$ cat src/wbm_pkg.sv
`timescale 1ns / 1ps
// ----------------------------------------------------------------------------
// Wheel balance move controller package
// Shared widths, reset values, codes, the configuration bundle and the power
// saturation helper.
// ----------------------------------------------------------------------------
package wbm_pkg;

  localparam int STEP_W     = 7;
  localparam int TRIM_W     = 8;
  localparam int SCALE_W    = 24;
  localparam int AMT_W      = 16;
  localparam int CNT_W      = 16;
  localparam int PWR_W      = 8;
  localparam int TGT_W      = 20;
  localparam int MUL_A_W    = 25;
  localparam int MUL_P_W    = MUL_A_W + SCALE_W;
  localparam int CFG_IDX_W  = 3;
  localparam int CFG_DATA_W = 24;

  localparam logic [STEP_W-1:0]  POWER_STEP_RST    = 7'd5;
  localparam logic [TRIM_W-1:0]  STRAIGHT_TRIM_RST = 8'd1;
  localparam logic [TRIM_W-1:0]  ROTATE_TRIM_RST   = 8'd5;
  localparam logic [SCALE_W-1:0] COUNTS_PER_MM_RST = 24'd312908;
  localparam logic [SCALE_W-1:0] ARC_PER_DEG_RST   = 24'd51472;

  // Input operation codes; the fourth code carries no meaning.
  typedef enum logic [1:0] {
    OP_STRAIGHT = 2'd0,
    OP_ROTATE   = 2'd1,
    OP_TICK     = 2'd2
  } op_t;

  typedef enum logic [CFG_IDX_W-1:0] {
    CFG_POWER_STEP    = 3'd0,
    CFG_STRAIGHT_TRIM = 3'd1,
    CFG_ROTATE_TRIM   = 3'd2,
    CFG_COUNTS_PER_MM = 3'd3,
    CFG_ARC_PER_DEG   = 3'd4
  } cfg_idx_t;

  typedef enum logic [2:0] {
    S_IDLE,
    S_DECODE,
    S_ARC_MUL,
    S_ARC_ADJ,
    S_CNT_MUL,
    S_TARGET,
    S_EMIT1,
    S_EMIT2
  } state_t;

  typedef struct packed {
    logic [STEP_W-1:0]  power_step;
    logic [TRIM_W-1:0]  straight_trim;
    logic [TRIM_W-1:0]  rotate_trim;
    logic [SCALE_W-1:0] counts_per_mm;
    logic [SCALE_W-1:0] arc_per_deg;
  } cfg_t;

  // Clamp a widened power value to the symmetric range -127..127.
  function automatic logic signed [PWR_W-1:0] sat127(input logic signed [9:0] p);
    logic signed [PWR_W-1:0] r;
    if (p > 10'sd127) begin
      r = 8'sd127;
    end else if (p < -10'sd127) begin
      r = -8'sd127;
    end else begin
      r = p[PWR_W-1:0];
    end
    return r;
  endfunction

endpackage

$ cat src/wbm_cfg_regs.sv
`timescale 1ns / 1ps
// ----------------------------------------------------------------------------
// Configuration register file
// Holds the step, trim and Q16 scale registers; writes to unused indexes are
// dropped.
// ----------------------------------------------------------------------------
module wbm_cfg_regs (
  input  logic                             clk,
  input  logic                             rst_n,
  input  logic                             wr_en,
  input  logic [wbm_pkg::CFG_IDX_W-1:0]    wr_index,
  input  logic [wbm_pkg::CFG_DATA_W-1:0]   wr_data,
  output wbm_pkg::cfg_t                    cfg
);

  wbm_pkg::cfg_t cfg_r;

  always_ff @(posedge clk) begin
    if (!rst_n) begin
      cfg_r.power_step    <= wbm_pkg::POWER_STEP_RST;
      cfg_r.straight_trim <= wbm_pkg::STRAIGHT_TRIM_RST;
      cfg_r.rotate_trim   <= wbm_pkg::ROTATE_TRIM_RST;
      cfg_r.counts_per_mm <= wbm_pkg::COUNTS_PER_MM_RST;
      cfg_r.arc_per_deg   <= wbm_pkg::ARC_PER_DEG_RST;
    end else if (wr_en) begin
      unique case (wr_index)
        wbm_pkg::CFG_POWER_STEP:    cfg_r.power_step    <= wr_data[wbm_pkg::STEP_W-1:0];
        wbm_pkg::CFG_STRAIGHT_TRIM: cfg_r.straight_trim <= wr_data[wbm_pkg::TRIM_W-1:0];
        wbm_pkg::CFG_ROTATE_TRIM:   cfg_r.rotate_trim   <= wr_data[wbm_pkg::TRIM_W-1:0];
        wbm_pkg::CFG_COUNTS_PER_MM: cfg_r.counts_per_mm <= wr_data[wbm_pkg::SCALE_W-1:0];
        wbm_pkg::CFG_ARC_PER_DEG:   cfg_r.arc_per_deg   <= wr_data[wbm_pkg::SCALE_W-1:0];
        default: ;
      endcase
    end
  end

  assign cfg = cfg_r;

endmodule

$ cat src/wbm_mult.sv
`timescale 1ns / 1ps
// ----------------------------------------------------------------------------
// Shared multiplier
// Unsigned 25 x 24 multiply with a registered product, used for both the arc
// scaling and the count scaling of a start.
// ----------------------------------------------------------------------------
module wbm_mult (
  input  logic                           clk,
  input  logic [wbm_pkg::MUL_A_W-1:0]    a,
  input  logic [wbm_pkg::SCALE_W-1:0]    b,
  output logic [wbm_pkg::MUL_P_W-1:0]    prod
);

  logic [wbm_pkg::MUL_P_W-1:0] prod_r;

  always_ff @(posedge clk) begin
    prod_r <= a * b;
  end

  assign prod = prod_r;

endmodule

$ cat src/wheel_balance_move_controller_top.sv
`timescale 1ns / 1ps
// ----------------------------------------------------------------------------
// Wheel balance move controller
// Starts straight moves and in-place rotations, converts the requested amount
// into a target encoder count, and balances the two motor powers on each tick.
// ----------------------------------------------------------------------------
//
//  Channel | Direction | Handshake          | Beat contents
//  --------+-----------+--------------------+-----------------------------------
//  in_     | input     | in_valid/in_stall  | op, amount, speed, left/right count
//  out_    | output    | out_valid/out_stall| left/right power, moving, last
//  cfg_    | input     | cfg_valid/cfg_ready| register index and write data
//
//  A tick is captured, then decoded and applied to the move state, and its first
//  result beat is then loaded into the output register.
//  A straight start passes once through the single shared multiplier (count
//  scaling) and a rotation start twice (arc scaling, then count scaling).
//  A second result beat, when one follows, is sent from S_EMIT2 after the first.
//  in_stall is high during reset and whenever the sequencer is busy; a stalled
//  output register simply holds the sequencer in its emit state. cfg_ready is
//  high whenever reset is released.
//  Reset is synchronous and active low; it clears the move state and restores
//  the register defaults.
// ----------------------------------------------------------------------------
module wheel_balance_move_controller_top (
  input  logic                              clk,
  input  logic                              rst_n,
  // Input item channel
  input  logic                              in_valid,
  output logic                              in_stall,
  input  logic [1:0]                        in_op,
  input  logic [wbm_pkg::AMT_W-1:0]         in_amount,
  input  logic signed [wbm_pkg::PWR_W-1:0]  in_speed,
  input  logic signed [wbm_pkg::CNT_W-1:0]  in_left_count,
  input  logic signed [wbm_pkg::CNT_W-1:0]  in_right_count,
  // Result channel
  output logic                              out_valid,
  input  logic                              out_stall,
  output logic signed [wbm_pkg::PWR_W-1:0]  out_left_power,
  output logic signed [wbm_pkg::PWR_W-1:0]  out_right_power,
  output logic                              out_moving,
  output logic                              out_last,
  // Configuration write channel
  input  logic                              cfg_valid,
  output logic                              cfg_ready,
  input  logic [wbm_pkg::CFG_IDX_W-1:0]     cfg_index,
  input  logic [wbm_pkg::CFG_DATA_W-1:0]    cfg_data
);

  // Two's-complement magnitude of a signed millimeter value.
  function automatic logic [wbm_pkg::MUL_A_W-1:0] mag_of(input logic [25:0] v);
    logic [25:0] n;
    n = v[25] ? (26'd0 - v) : v;
    return n[wbm_pkg::MUL_A_W-1:0];
  endfunction

  wbm_pkg::cfg_t   cfg;
  wbm_pkg::state_t state_r, state_nxt;

  // Captured input beat.
  logic [1:0]                        op_r;
  logic [wbm_pkg::AMT_W-1:0]         amount_r;
  logic signed [wbm_pkg::PWR_W-1:0]  speed_r;
  logic signed [wbm_pkg::CNT_W-1:0]  lc_r, rc_r;

  // Move state.
  logic                              active_r, active_nxt;
  logic                              rotating_r, rotating_nxt;
  logic                              reverse_r, reverse_nxt;
  logic signed [wbm_pkg::PWR_W-1:0]  left_cmd_r, left_cmd_nxt;
  logic signed [wbm_pkg::PWR_W-1:0]  right_cmd_r, right_cmd_nxt;
  logic signed [wbm_pkg::CNT_W-1:0]  prev_left_r, prev_left_nxt;
  logic signed [wbm_pkg::CNT_W-1:0]  prev_right_r, prev_right_nxt;
  logic [wbm_pkg::TGT_W-1:0]         target_r, target_nxt;
  logic [wbm_pkg::MUL_A_W-1:0]       mag_r, mag_nxt;

  // Pending first result and whether a closing beat follows it.
  logic signed [wbm_pkg::PWR_W-1:0]  res_left_r, res_left_nxt;
  logic signed [wbm_pkg::PWR_W-1:0]  res_right_r, res_right_nxt;
  logic                              res_moving_r, res_moving_nxt;
  logic                              res_last_r, res_last_nxt;
  logic                              two_r, two_nxt;

  // Output register.
  logic                              out_valid_r, out_valid_nxt;
  logic signed [wbm_pkg::PWR_W-1:0]  out_left_r, out_left_nxt;
  logic signed [wbm_pkg::PWR_W-1:0]  out_right_r, out_right_nxt;
  logic                              out_moving_r, out_moving_nxt;
  logic                              out_last_r, out_last_nxt;

  // Shared multiplier.
  logic [wbm_pkg::MUL_A_W-1:0]       mul_a;
  logic [wbm_pkg::SCALE_W-1:0]       mul_b;
  logic [wbm_pkg::MUL_P_W-1:0]       mul_p;

  // Datapath terms.
  logic                              in_take, out_free, start_zero;
  logic [9:0]                        spd_ext, spd_neg;
  logic signed [wbm_pkg::PWR_W-1:0]  start_left, start_right;
  logic [25:0]                       straight_mm, rotate_mm;
  logic [wbm_pkg::SCALE_W-1:0]       arc_mm;
  logic [wbm_pkg::MUL_P_W:0]         rounded;
  logic [33:0]                       target_full;
  logic [wbm_pkg::TGT_W-1:0]         target_sat;
  logic [16:0]                       ldiff, rdiff, labs, rabs, rmag;
  logic [9:0]                        step_ext, delta, left_sum, right_sum;
  logic                              flip, wheels_equal, reached;
  logic signed [wbm_pkg::PWR_W-1:0]  tick_left, tick_right;

  wbm_cfg_regs u_cfg (
    .clk      (clk),
    .rst_n    (rst_n),
    .wr_en    (cfg_valid),
    .wr_index (cfg_index),
    .wr_data  (cfg_data),
    .cfg      (cfg)
  );

  // The multiplier scales degrees into arc mm in a rotation's first pass and mm into
  // counts in the last pass of every start.
  assign mul_a = (state_r == wbm_pkg::S_ARC_MUL)
               ? {{(wbm_pkg::MUL_A_W - wbm_pkg::AMT_W){1'b0}}, amount_r} : mag_r;
  assign mul_b = (state_r == wbm_pkg::S_ARC_MUL) ? cfg.arc_per_deg : cfg.counts_per_mm;

  wbm_mult u_mult (
    .clk  (clk),
    .a    (mul_a),
    .b    (mul_b),
    .prod (mul_p)
  );

  assign cfg_ready = rst_n;
  assign in_stall  = !rst_n || (state_r != wbm_pkg::S_IDLE);
  assign in_take   = in_valid && !in_stall;
  assign out_free  = !out_valid_r || !out_stall;

  // Start terms. A speed of -128 saturates to -127, and its negation to 127.
  assign start_zero  = (amount_r == '0) || (speed_r == '0);
  assign spd_ext     = {{2{speed_r[7]}}, speed_r};
  assign spd_neg     = 10'd0 - spd_ext;
  assign start_left  = wbm_pkg::sat127(spd_ext);
  assign start_right = wbm_pkg::sat127((op_r == wbm_pkg::OP_ROTATE) ? spd_neg : spd_ext);

  // Trim shortens a forward move and lengthens a reverse one.
  assign straight_mm = speed_r[7]
                     ? ({10'd0, amount_r} + {18'd0, cfg.straight_trim})
                     : ({10'd0, amount_r} - {18'd0, cfg.straight_trim});
  assign arc_mm      = mul_p[16 +: wbm_pkg::SCALE_W];
  assign rotate_mm   = reverse_r
                     ? ({2'd0, arc_mm} + {18'd0, cfg.rotate_trim})
                     : ({2'd0, arc_mm} - {18'd0, cfg.rotate_trim});

  // Ceiling of the Q16 product, saturated to the target width.
  assign rounded     = {1'b0, mul_p} + (wbm_pkg::MUL_P_W + 1)'(16'hFFFF);
  assign target_full = rounded[wbm_pkg::MUL_P_W:16];
  assign target_sat  = (target_full[33:wbm_pkg::TGT_W] != '0) ? '1
                                                              : target_full[wbm_pkg::TGT_W-1:0];

  // Tick terms: wheel advances are compared as 17-bit magnitudes.
  assign ldiff = {lc_r[15], lc_r} - {prev_left_r[15], prev_left_r};
  assign rdiff = {rc_r[15], rc_r} - {prev_right_r[15], prev_right_r};
  assign labs  = ldiff[16] ? (17'd0 - ldiff) : ldiff;
  assign rabs  = rdiff[16] ? (17'd0 - rdiff) : rdiff;
  assign rmag  = rc_r[15] ? (17'd0 - {rc_r[15], rc_r}) : {1'b0, rc_r};

  assign wheels_equal = (labs == rabs);
  assign flip         = reverse_r ^ (labs < rabs);
  assign step_ext     = {3'd0, cfg.power_step};
  assign delta        = flip ? (10'd0 - step_ext) : step_ext;
  assign left_sum     = {{2{left_cmd_r[7]}}, left_cmd_r} - delta;
  assign right_sum    = rotating_r ? ({{2{right_cmd_r[7]}}, right_cmd_r} - delta)
                                   : ({{2{right_cmd_r[7]}}, right_cmd_r} + delta);
  assign tick_left    = wheels_equal ? left_cmd_r  : wbm_pkg::sat127(left_sum);
  assign tick_right   = wheels_equal ? right_cmd_r : wbm_pkg::sat127(right_sum);
  assign reached      = ({3'd0, rmag} >= target_r);

  always_comb begin
    state_nxt      = state_r;
    active_nxt     = active_r;
    rotating_nxt   = rotating_r;
    reverse_nxt    = reverse_r;
    left_cmd_nxt   = left_cmd_r;
    right_cmd_nxt  = right_cmd_r;
    prev_left_nxt  = prev_left_r;
    prev_right_nxt = prev_right_r;
    target_nxt     = target_r;
    mag_nxt        = mag_r;
    res_left_nxt   = res_left_r;
    res_right_nxt  = res_right_r;
    res_moving_nxt = res_moving_r;
    res_last_nxt   = res_last_r;
    two_nxt        = two_r;
    out_valid_nxt  = out_valid_r && out_stall;
    out_left_nxt   = out_left_r;
    out_right_nxt  = out_right_r;
    out_moving_nxt = out_moving_r;
    out_last_nxt   = out_last_r;

    unique case (state_r)
      wbm_pkg::S_IDLE: begin
        if (in_take) begin
          state_nxt = wbm_pkg::S_DECODE;
        end
      end

      wbm_pkg::S_DECODE: begin
        unique case (op_r) inside
          wbm_pkg::OP_STRAIGHT, wbm_pkg::OP_ROTATE: begin
            active_nxt     = 1'b0;
            prev_left_nxt  = '0;
            prev_right_nxt = '0;
            left_cmd_nxt   = '0;
            right_cmd_nxt  = '0;
            if (start_zero) begin
              res_left_nxt   = '0;
              res_right_nxt  = '0;
              res_moving_nxt = 1'b0;
              res_last_nxt   = 1'b1;
              two_nxt        = 1'b0;
              state_nxt      = wbm_pkg::S_EMIT1;
            end else begin
              rotating_nxt  = (op_r == wbm_pkg::OP_ROTATE);
              reverse_nxt   = speed_r[7];
              left_cmd_nxt  = start_left;
              right_cmd_nxt = start_right;
              if (op_r == wbm_pkg::OP_ROTATE) begin
                state_nxt = wbm_pkg::S_ARC_MUL;
              end else begin
                mag_nxt   = mag_of(straight_mm);
                state_nxt = wbm_pkg::S_CNT_MUL;
              end
            end
          end
          wbm_pkg::OP_TICK: begin
            state_nxt = wbm_pkg::S_EMIT1;
            if (!active_r) begin
              res_left_nxt   = '0;
              res_right_nxt  = '0;
              res_moving_nxt = 1'b0;
              res_last_nxt   = 1'b1;
              two_nxt        = 1'b0;
            end else begin
              prev_left_nxt  = lc_r;
              prev_right_nxt = rc_r;
              res_left_nxt   = tick_left;
              res_right_nxt  = tick_right;
              res_moving_nxt = 1'b1;
              if (reached) begin
                // Target met: report the last powers, then a stop beat.
                res_last_nxt  = 1'b0;
                two_nxt       = 1'b1;
                active_nxt    = 1'b0;
                left_cmd_nxt  = '0;
                right_cmd_nxt = '0;
              end else begin
                res_last_nxt  = 1'b1;
                two_nxt       = 1'b0;
                left_cmd_nxt  = tick_left;
                right_cmd_nxt = tick_right;
              end
            end
          end
          default: begin
            state_nxt = wbm_pkg::S_IDLE;
          end
        endcase
      end

      wbm_pkg::S_ARC_MUL: begin
        state_nxt = wbm_pkg::S_ARC_ADJ;
      end

      wbm_pkg::S_ARC_ADJ: begin
        mag_nxt   = mag_of(rotate_mm);
        state_nxt = wbm_pkg::S_CNT_MUL;
      end

      wbm_pkg::S_CNT_MUL: begin
        state_nxt = wbm_pkg::S_TARGET;
      end

      wbm_pkg::S_TARGET: begin
        target_nxt     = target_sat;
        res_left_nxt   = left_cmd_r;
        res_right_nxt  = right_cmd_r;
        res_moving_nxt = 1'b1;
        state_nxt      = wbm_pkg::S_EMIT1;
        if (target_sat == '0) begin
          // Nothing to travel: the start beat is followed by a stop beat.
          res_last_nxt  = 1'b0;
          two_nxt       = 1'b1;
          left_cmd_nxt  = '0;
          right_cmd_nxt = '0;
        end else begin
          res_last_nxt = 1'b1;
          two_nxt      = 1'b0;
          active_nxt   = 1'b1;
        end
      end

      wbm_pkg::S_EMIT1: begin
        if (out_free) begin
          out_valid_nxt  = 1'b1;
          out_left_nxt   = res_left_r;
          out_right_nxt  = res_right_r;
          out_moving_nxt = res_moving_r;
          out_last_nxt   = res_last_r;
          state_nxt      = two_r ? wbm_pkg::S_EMIT2 : wbm_pkg::S_IDLE;
        end
      end

      wbm_pkg::S_EMIT2: begin
        if (out_free) begin
          out_valid_nxt  = 1'b1;
          out_left_nxt   = '0;
          out_right_nxt  = '0;
          out_moving_nxt = 1'b0;
          out_last_nxt   = 1'b1;
          state_nxt      = wbm_pkg::S_IDLE;
        end
      end

      default: begin
        state_nxt = wbm_pkg::S_IDLE;
      end
    endcase
  end

  // Control and move state.
  always_ff @(posedge clk) begin
    if (!rst_n) begin
      state_r      <= wbm_pkg::S_IDLE;
      active_r     <= 1'b0;
      rotating_r   <= 1'b0;
      reverse_r    <= 1'b0;
      left_cmd_r   <= '0;
      right_cmd_r  <= '0;
      prev_left_r  <= '0;
      prev_right_r <= '0;
      target_r     <= '0;
      out_valid_r  <= 1'b0;
    end else begin
      state_r      <= state_nxt;
      active_r     <= active_nxt;
      rotating_r   <= rotating_nxt;
      reverse_r    <= reverse_nxt;
      left_cmd_r   <= left_cmd_nxt;
      right_cmd_r  <= right_cmd_nxt;
      prev_left_r  <= prev_left_nxt;
      prev_right_r <= prev_right_nxt;
      target_r     <= target_nxt;
      out_valid_r  <= out_valid_nxt;
    end
  end

  // Payload registers.
  always_ff @(posedge clk) begin
    if (in_take) begin
      op_r     <= in_op;
      amount_r <= in_amount;
      speed_r  <= in_speed;
      lc_r     <= in_left_count;
      rc_r     <= in_right_count;
    end
    mag_r        <= mag_nxt;
    res_left_r   <= res_left_nxt;
    res_right_r  <= res_right_nxt;
    res_moving_r <= res_moving_nxt;
    res_last_r   <= res_last_nxt;
    two_r        <= two_nxt;
    out_left_r   <= out_left_nxt;
    out_right_r  <= out_right_nxt;
    out_moving_r <= out_moving_nxt;
    out_last_r   <= out_last_nxt;
  end

  assign out_valid       = out_valid_r;
  assign out_left_power  = out_left_r;
  assign out_right_power = out_right_r;
  assign out_moving      = out_moving_r;
  assign out_last        = out_last_r;

endmodule

$ cat config.mk
export PLATFORM = sky130hd
export DESIGN_NAME = wheel_balance_move_controller_top
export DESIGN_NICKNAME = d
export VERILOG_FILES = /design/src/wbm_pkg.sv /design/src/wbm_cfg_regs.sv /design/src/wbm_mult.sv /design/src/wheel_balance_move_controller_top.sv
export SDC_FILE = /design/constraint.sdc
export NUM_CORES = 2
export LEC_CHECK = 0
export ABC_AREA = 1
export BUFFER_PORTS_ARGS = -buffer_cell sky130_fd_sc_hd__buf_2
export CAP_MARGIN = 10
export CORE_MARGIN = 8
export CORE_UTILIZATION = 45
export CTS_CLUSTER_SIZE = 10
export DETAILED_ROUTE_END_ITERATION = 8
export GPL_TIMING_DRIVEN = 0
export SKIP_LAST_GASP = 1
export SYNTH_ARGS = -nofsm -noshare
export SYNTH_HDL_FRONTEND = slang
export SYNTH_SLANG_ARGS = --single-unit
$ cat constraint.sdc
create_clock -name clk -period 14.5 [get_ports clk]
set_input_delay 0.725 -clock clk [delete_from_list [all_inputs] [get_ports clk]]
set_output_delay 0.725 -clock clk [all_outputs]
set_load 0.005 [all_outputs]
==> metrics.txt <==
net count reported at finish 5,912; Final setup viols 0; Slew HR 9.99%; maximum number of pins on one net before global-route repair 33; Mapped Nets about 5,800; number of hold buffers added after cts 0; detailed-route DRC error count 0; CP required 14,990 ps; result of the run complete, no violations; Std-Cell Core Area ~85,000 µm²; maximum buffer depth of the clock tree 3; count leader, synth sky130_fd_sc_hd__nand2_1; drt initial violations around 2,600; Worst Setup End Kind register; Inserted Clock Buffers 39; die height about 300 µm; total wire length after detailed routing between 100,000 and 150,000 µm; path type of the worst setup path register to register; synthesized cell area between 30,000 and 40,000 µm²; fraction of synthesized cell area taken by the top area cell type between 20% and 30%; post_cts resized 0; period utilization between 70% and 80%; transition time at the pin with the least slew margin around 1300 ps; number of vias per cell after detailed routing ~5.3; via count around 33,000; post-detail-place hpwl roughly 100,000 µm; worst r2r dst u_mult.prod[42]; Post-Synthesis Cells about 4,900; start point of the critical path state_r[2]; Hold/Removal Path Class input port to register; RSZ-0062 raised after global routing false; Commonest cells post-synth sky130_fd_sc_hd__nand2_1, sky130_fd_sc_hd__inv_1, sky130_fd_sc_hd__fa_1; distinct cell type count after synthesis 61; Max Clock Skew between 30 and 40 ps; post-synthesis register bit count 315; number of top-level design ports around 110; final weighted congestion of routability-driven global placement 0.946; internal reg-to-reg setup slack around 4000 ps; count of nets left with antenna violations after detail routing 0; number of placement rows roughly 110; prevailing post-synth register cell sky130_fd_sc_hd__dfxtp_1; worst flop-to-flop path startpoint state_r[2]; TritonCTS clock tree done; data arrival time of the critical path around 11,000 ps; cell at the root of the clock tree sky130_fd_sc_hd__clkbuf_16; worst setup path endpoint u_mult.prod[42]; clock transition at the registers of the reported paths roughly 60 ps; fraction of the yosys area taken by sequential cells a little under 20%; aggregate negative setup slack 0 ps; level count of the clock H-tree 2; post-synthesis async set-or-reset flop share 0%; total setup buffers inserted after CTS 0; overflow left after global routing 0; later-pin clock latency in the skew report around 580 ps; Highest Clock Rate approximately 0.096 GHz; Syn Area/Cell approximately 8 µm²; share of final-layout standard cells stronger than drive strength 1 5.14%; buffers added on ports between 100 and 150; max-cap violations 0; Slew Limit Fails 0; startpoint type of the worst setup path register; total global routing track utilization 26.0%; number of hold violations in the final report 0; Die X-Extent between 300 and 400 µm; final routed wire length divided by cell count between 15 and 20 µm; initial cell density of the core 45.2%; largest cells by area after synthesis sky130_fd_sc_hd__fa_1, sky130_fd_sc_hd__dfxtp_1, sky130_fd_sc_hd__ha_1; post-layout minimum cycle time between 10,000 and 15,000 ps; signed area change from the synthesized netlist to the final layout 8.73%; clock sink total between 300 and 400; count of warnings emitted by yosys 0; Critical Path Most Common Cell sky130_fd_sc_hd__fa_1; largest fanout of any net on the critical path 10; number of antenna violations at the first check in global routing 7; Yosys top cell by area sky130_fd_sc_hd__fa_1; 1st-pass router iterations 7; count of flip-flops with a built-in enable after synthesis between 100 and 150; first-pass GRT wire length 191,000 µm; CP max stage delay 760 ps; slowest cell on the critical path sky130_fd_sc_hd__clkbuf_1; fill count about 8,500; floorplan die area roughly 95,000 µm²; number of cells on the worst reg-to-reg path 30; number of global-route vias before repair roughly 33,000
[placed cells by master (no fill, tap or decap), types with 7 or more instances in the layout]
| cell | synthesis | routed |
|---|---|---|
| sky130_fd_sc_hd__nand2_2 | 9 | 9 |
| sky130_fd_sc_hd__o21ai_1 | 38 | 38 |
| sky130_fd_sc_hd__clkbuf_16 | 0 | 40 |
| sky130_fd_sc_hd__inv_1 | 950 | 950 |
| sky130_fd_sc_hd__nand2_1 | 957 | 957 |
| sky130_fd_sc_hd__a31oi_1 | 18 | 18 |
| sky130_fd_sc_hd__ha_1 | 298 | 298 |
| sky130_fd_sc_hd__clkinv_1 | 19 | 19 |
| sky130_fd_sc_hd__nand4_1 | 35 | 35 |
| sky130_fd_sc_hd__nor4_1 | 7 | 7 |
| sky130_fd_sc_hd__xor2_1 | 147 | 147 |
| sky130_fd_sc_hd__nor2_1 | 460 | 459 |
| sky130_fd_sc_hd__clkbuf_1 | 112 | 131 |
| sky130_fd_sc_hd__inv_2 | 7 | 7 |
| sky130_fd_sc_hd__edfxtp_1 | 120 | 120 |
| sky130_fd_sc_hd__o211ai_1 | 16 | 16 |
| sky130_fd_sc_hd__nor2_2 | 16 | 16 |
| sky130_fd_sc_hd__a21oi_1 | 271 | 269 |
| sky130_fd_sc_hd__o21bai_1 | 19 | 19 |
| sky130_fd_sc_hd__o22ai_1 | 15 | 15 |
| sky130_fd_sc_hd__nand3b_1 | 9 | 9 |
| sky130_fd_sc_hd__o31ai_1 | 16 | 16 |
| sky130_fd_sc_hd__nor3_1 | 69 | 69 |
| sky130_fd_sc_hd__dfxtp_1 | 195 | 195 |
| sky130_fd_sc_hd__buf_4 | 2 | 7 |
| sky130_fd_sc_hd__nand3_1 | 173 | 173 |
| sky130_fd_sc_hd__buf_2 | 8 | 118 |
| sky130_fd_sc_hd__fa_1 | 512 | 512 |
| sky130_fd_sc_hd__or2_2 | 23 | 23 |
| sky130_fd_sc_hd__o21ai_0 | 202 | 202 |
| sky130_fd_sc_hd__xnor2_1 | 50 | 50 |
| sky130_fd_sc_hd__buf_1 | 15 | 15 |
| sky130_fd_sc_hd__o21a_1 | 10 | 10 |
[cells by family (layout without fill, tap and decap cells)]
logic type / count (synthesis) / in the layout / synth area share, %
AO/OA/AOI/OAI: 634 / 634 / 9.07
adder cells (fa/ha/maj): 810 / 810 / 36.5
XOR/XNOR: 197 / 197 / 4.51
AND/OR/NAND/NOR: 1779 / 1779 / 19.3
flip-flops: 315 / 315 / 19.6
other: 1 / 2 / 0.00979
buffers and inverters: 1115 / 1303 / 11.0
multiplexers: 1 / 1 / 0.0261
[layout make-up]
cell class | instances | area (µm²) | area share (%)
clock buffer | 64 | 1140 | 2.74
buffer | 139 | 554 | 1.33
multi-input combinational | 3422 | 26600 | 63.9
sequential | 315 | 7510 | 18.0
clock inverter | 5 | 90.1 | 0.216
inverter | 976 | 3660 | 8.80
antenna | 1 | 2.50 | 0.00601
tap | 1144 | 1430 | 3.44
timing repair buffer | 119 | 654 | 1.57
[worst max-delay path: cells and delay by family, from the launching register on]
| family | cells | cell delay (ps) |
|---|---|---|
| AOI/OAI and AO/OA | 7 | 2150 |
| xor gates and xnor gates | 1 | 160 |
| adders and majority gates | 8 | 3930 |
| buffers and inverters | 6 | 2270 |
| DFF | 1 | 310 |
| and+or+nand+nor | 8 | 1550 |
[per-stage QoR]
stage | cells | utilization, % | setup slack (ps) | hold WS (ps) | area [µm²]
2_1_floorplan | 4852 | - | 6690 | 430 | 38300
3_3_place_gp | 6106 | 47.5 | 4200 | 439 | 40300
3_5_place_dp | 6114 | 47.7 | 4210 | 447 | 40400
4_1_cts | 6183 | 49.1 | 4150 | 308 | 41600
5_1_grt | 6184 | 49.1 | 3650 | 316 | 41600
6_report | 6185 | 49.1 | 4050 | 344 | 41600
[how the worst min path moves through the flow]
| stage | from | to | slack, ps | depth (start not counted) |
|---|---|---|---|---|
| 2_1_floorplan | u_cfg.cfg[3] | u_cfg.cfg[3] | 430 | 2 |
| 3_3_place_gp | u_cfg.cfg[9] | u_cfg.cfg[9] | 440 | 2 |
| 3_5_place_dp | u_cfg.cfg[9] | u_cfg.cfg[9] | 450 | 2 |
| 4_1_cts | in_speed[7] | speed_r[7] | 310 | 1 |
| 5_1_grt | in_speed[7] | speed_r[7] | 320 | 1 |
| 6_report | in_left_count[1] | lc_r[1] | 340 | 1 |
[state kept, by name, summed over array words and instances, names as in the netlist, 16 cells and up]
register,count
prev_left_r,16
target_r,20
mag_r,25
lc_r,16
amount_r,16
u_mult.prod,49
rc_r,16
u_cfg.cfg,71
prev_right_r,16
[per-layer routing]
layer	up-vias	share of wire (%)	global-route usage [%]	wire length [µm]
met5	-	0.011	0	13
met4	2	3.7	8.24	4530
met3	208	7.5	4.20	9240
met2	1150	44	41.1	54500
met1	15800	45	36.5	54800
li1	15400	-	-	-
Power is not shown: default switching activity piles up to over one toggle a cycle in this logic, so the estimate is an artifact.
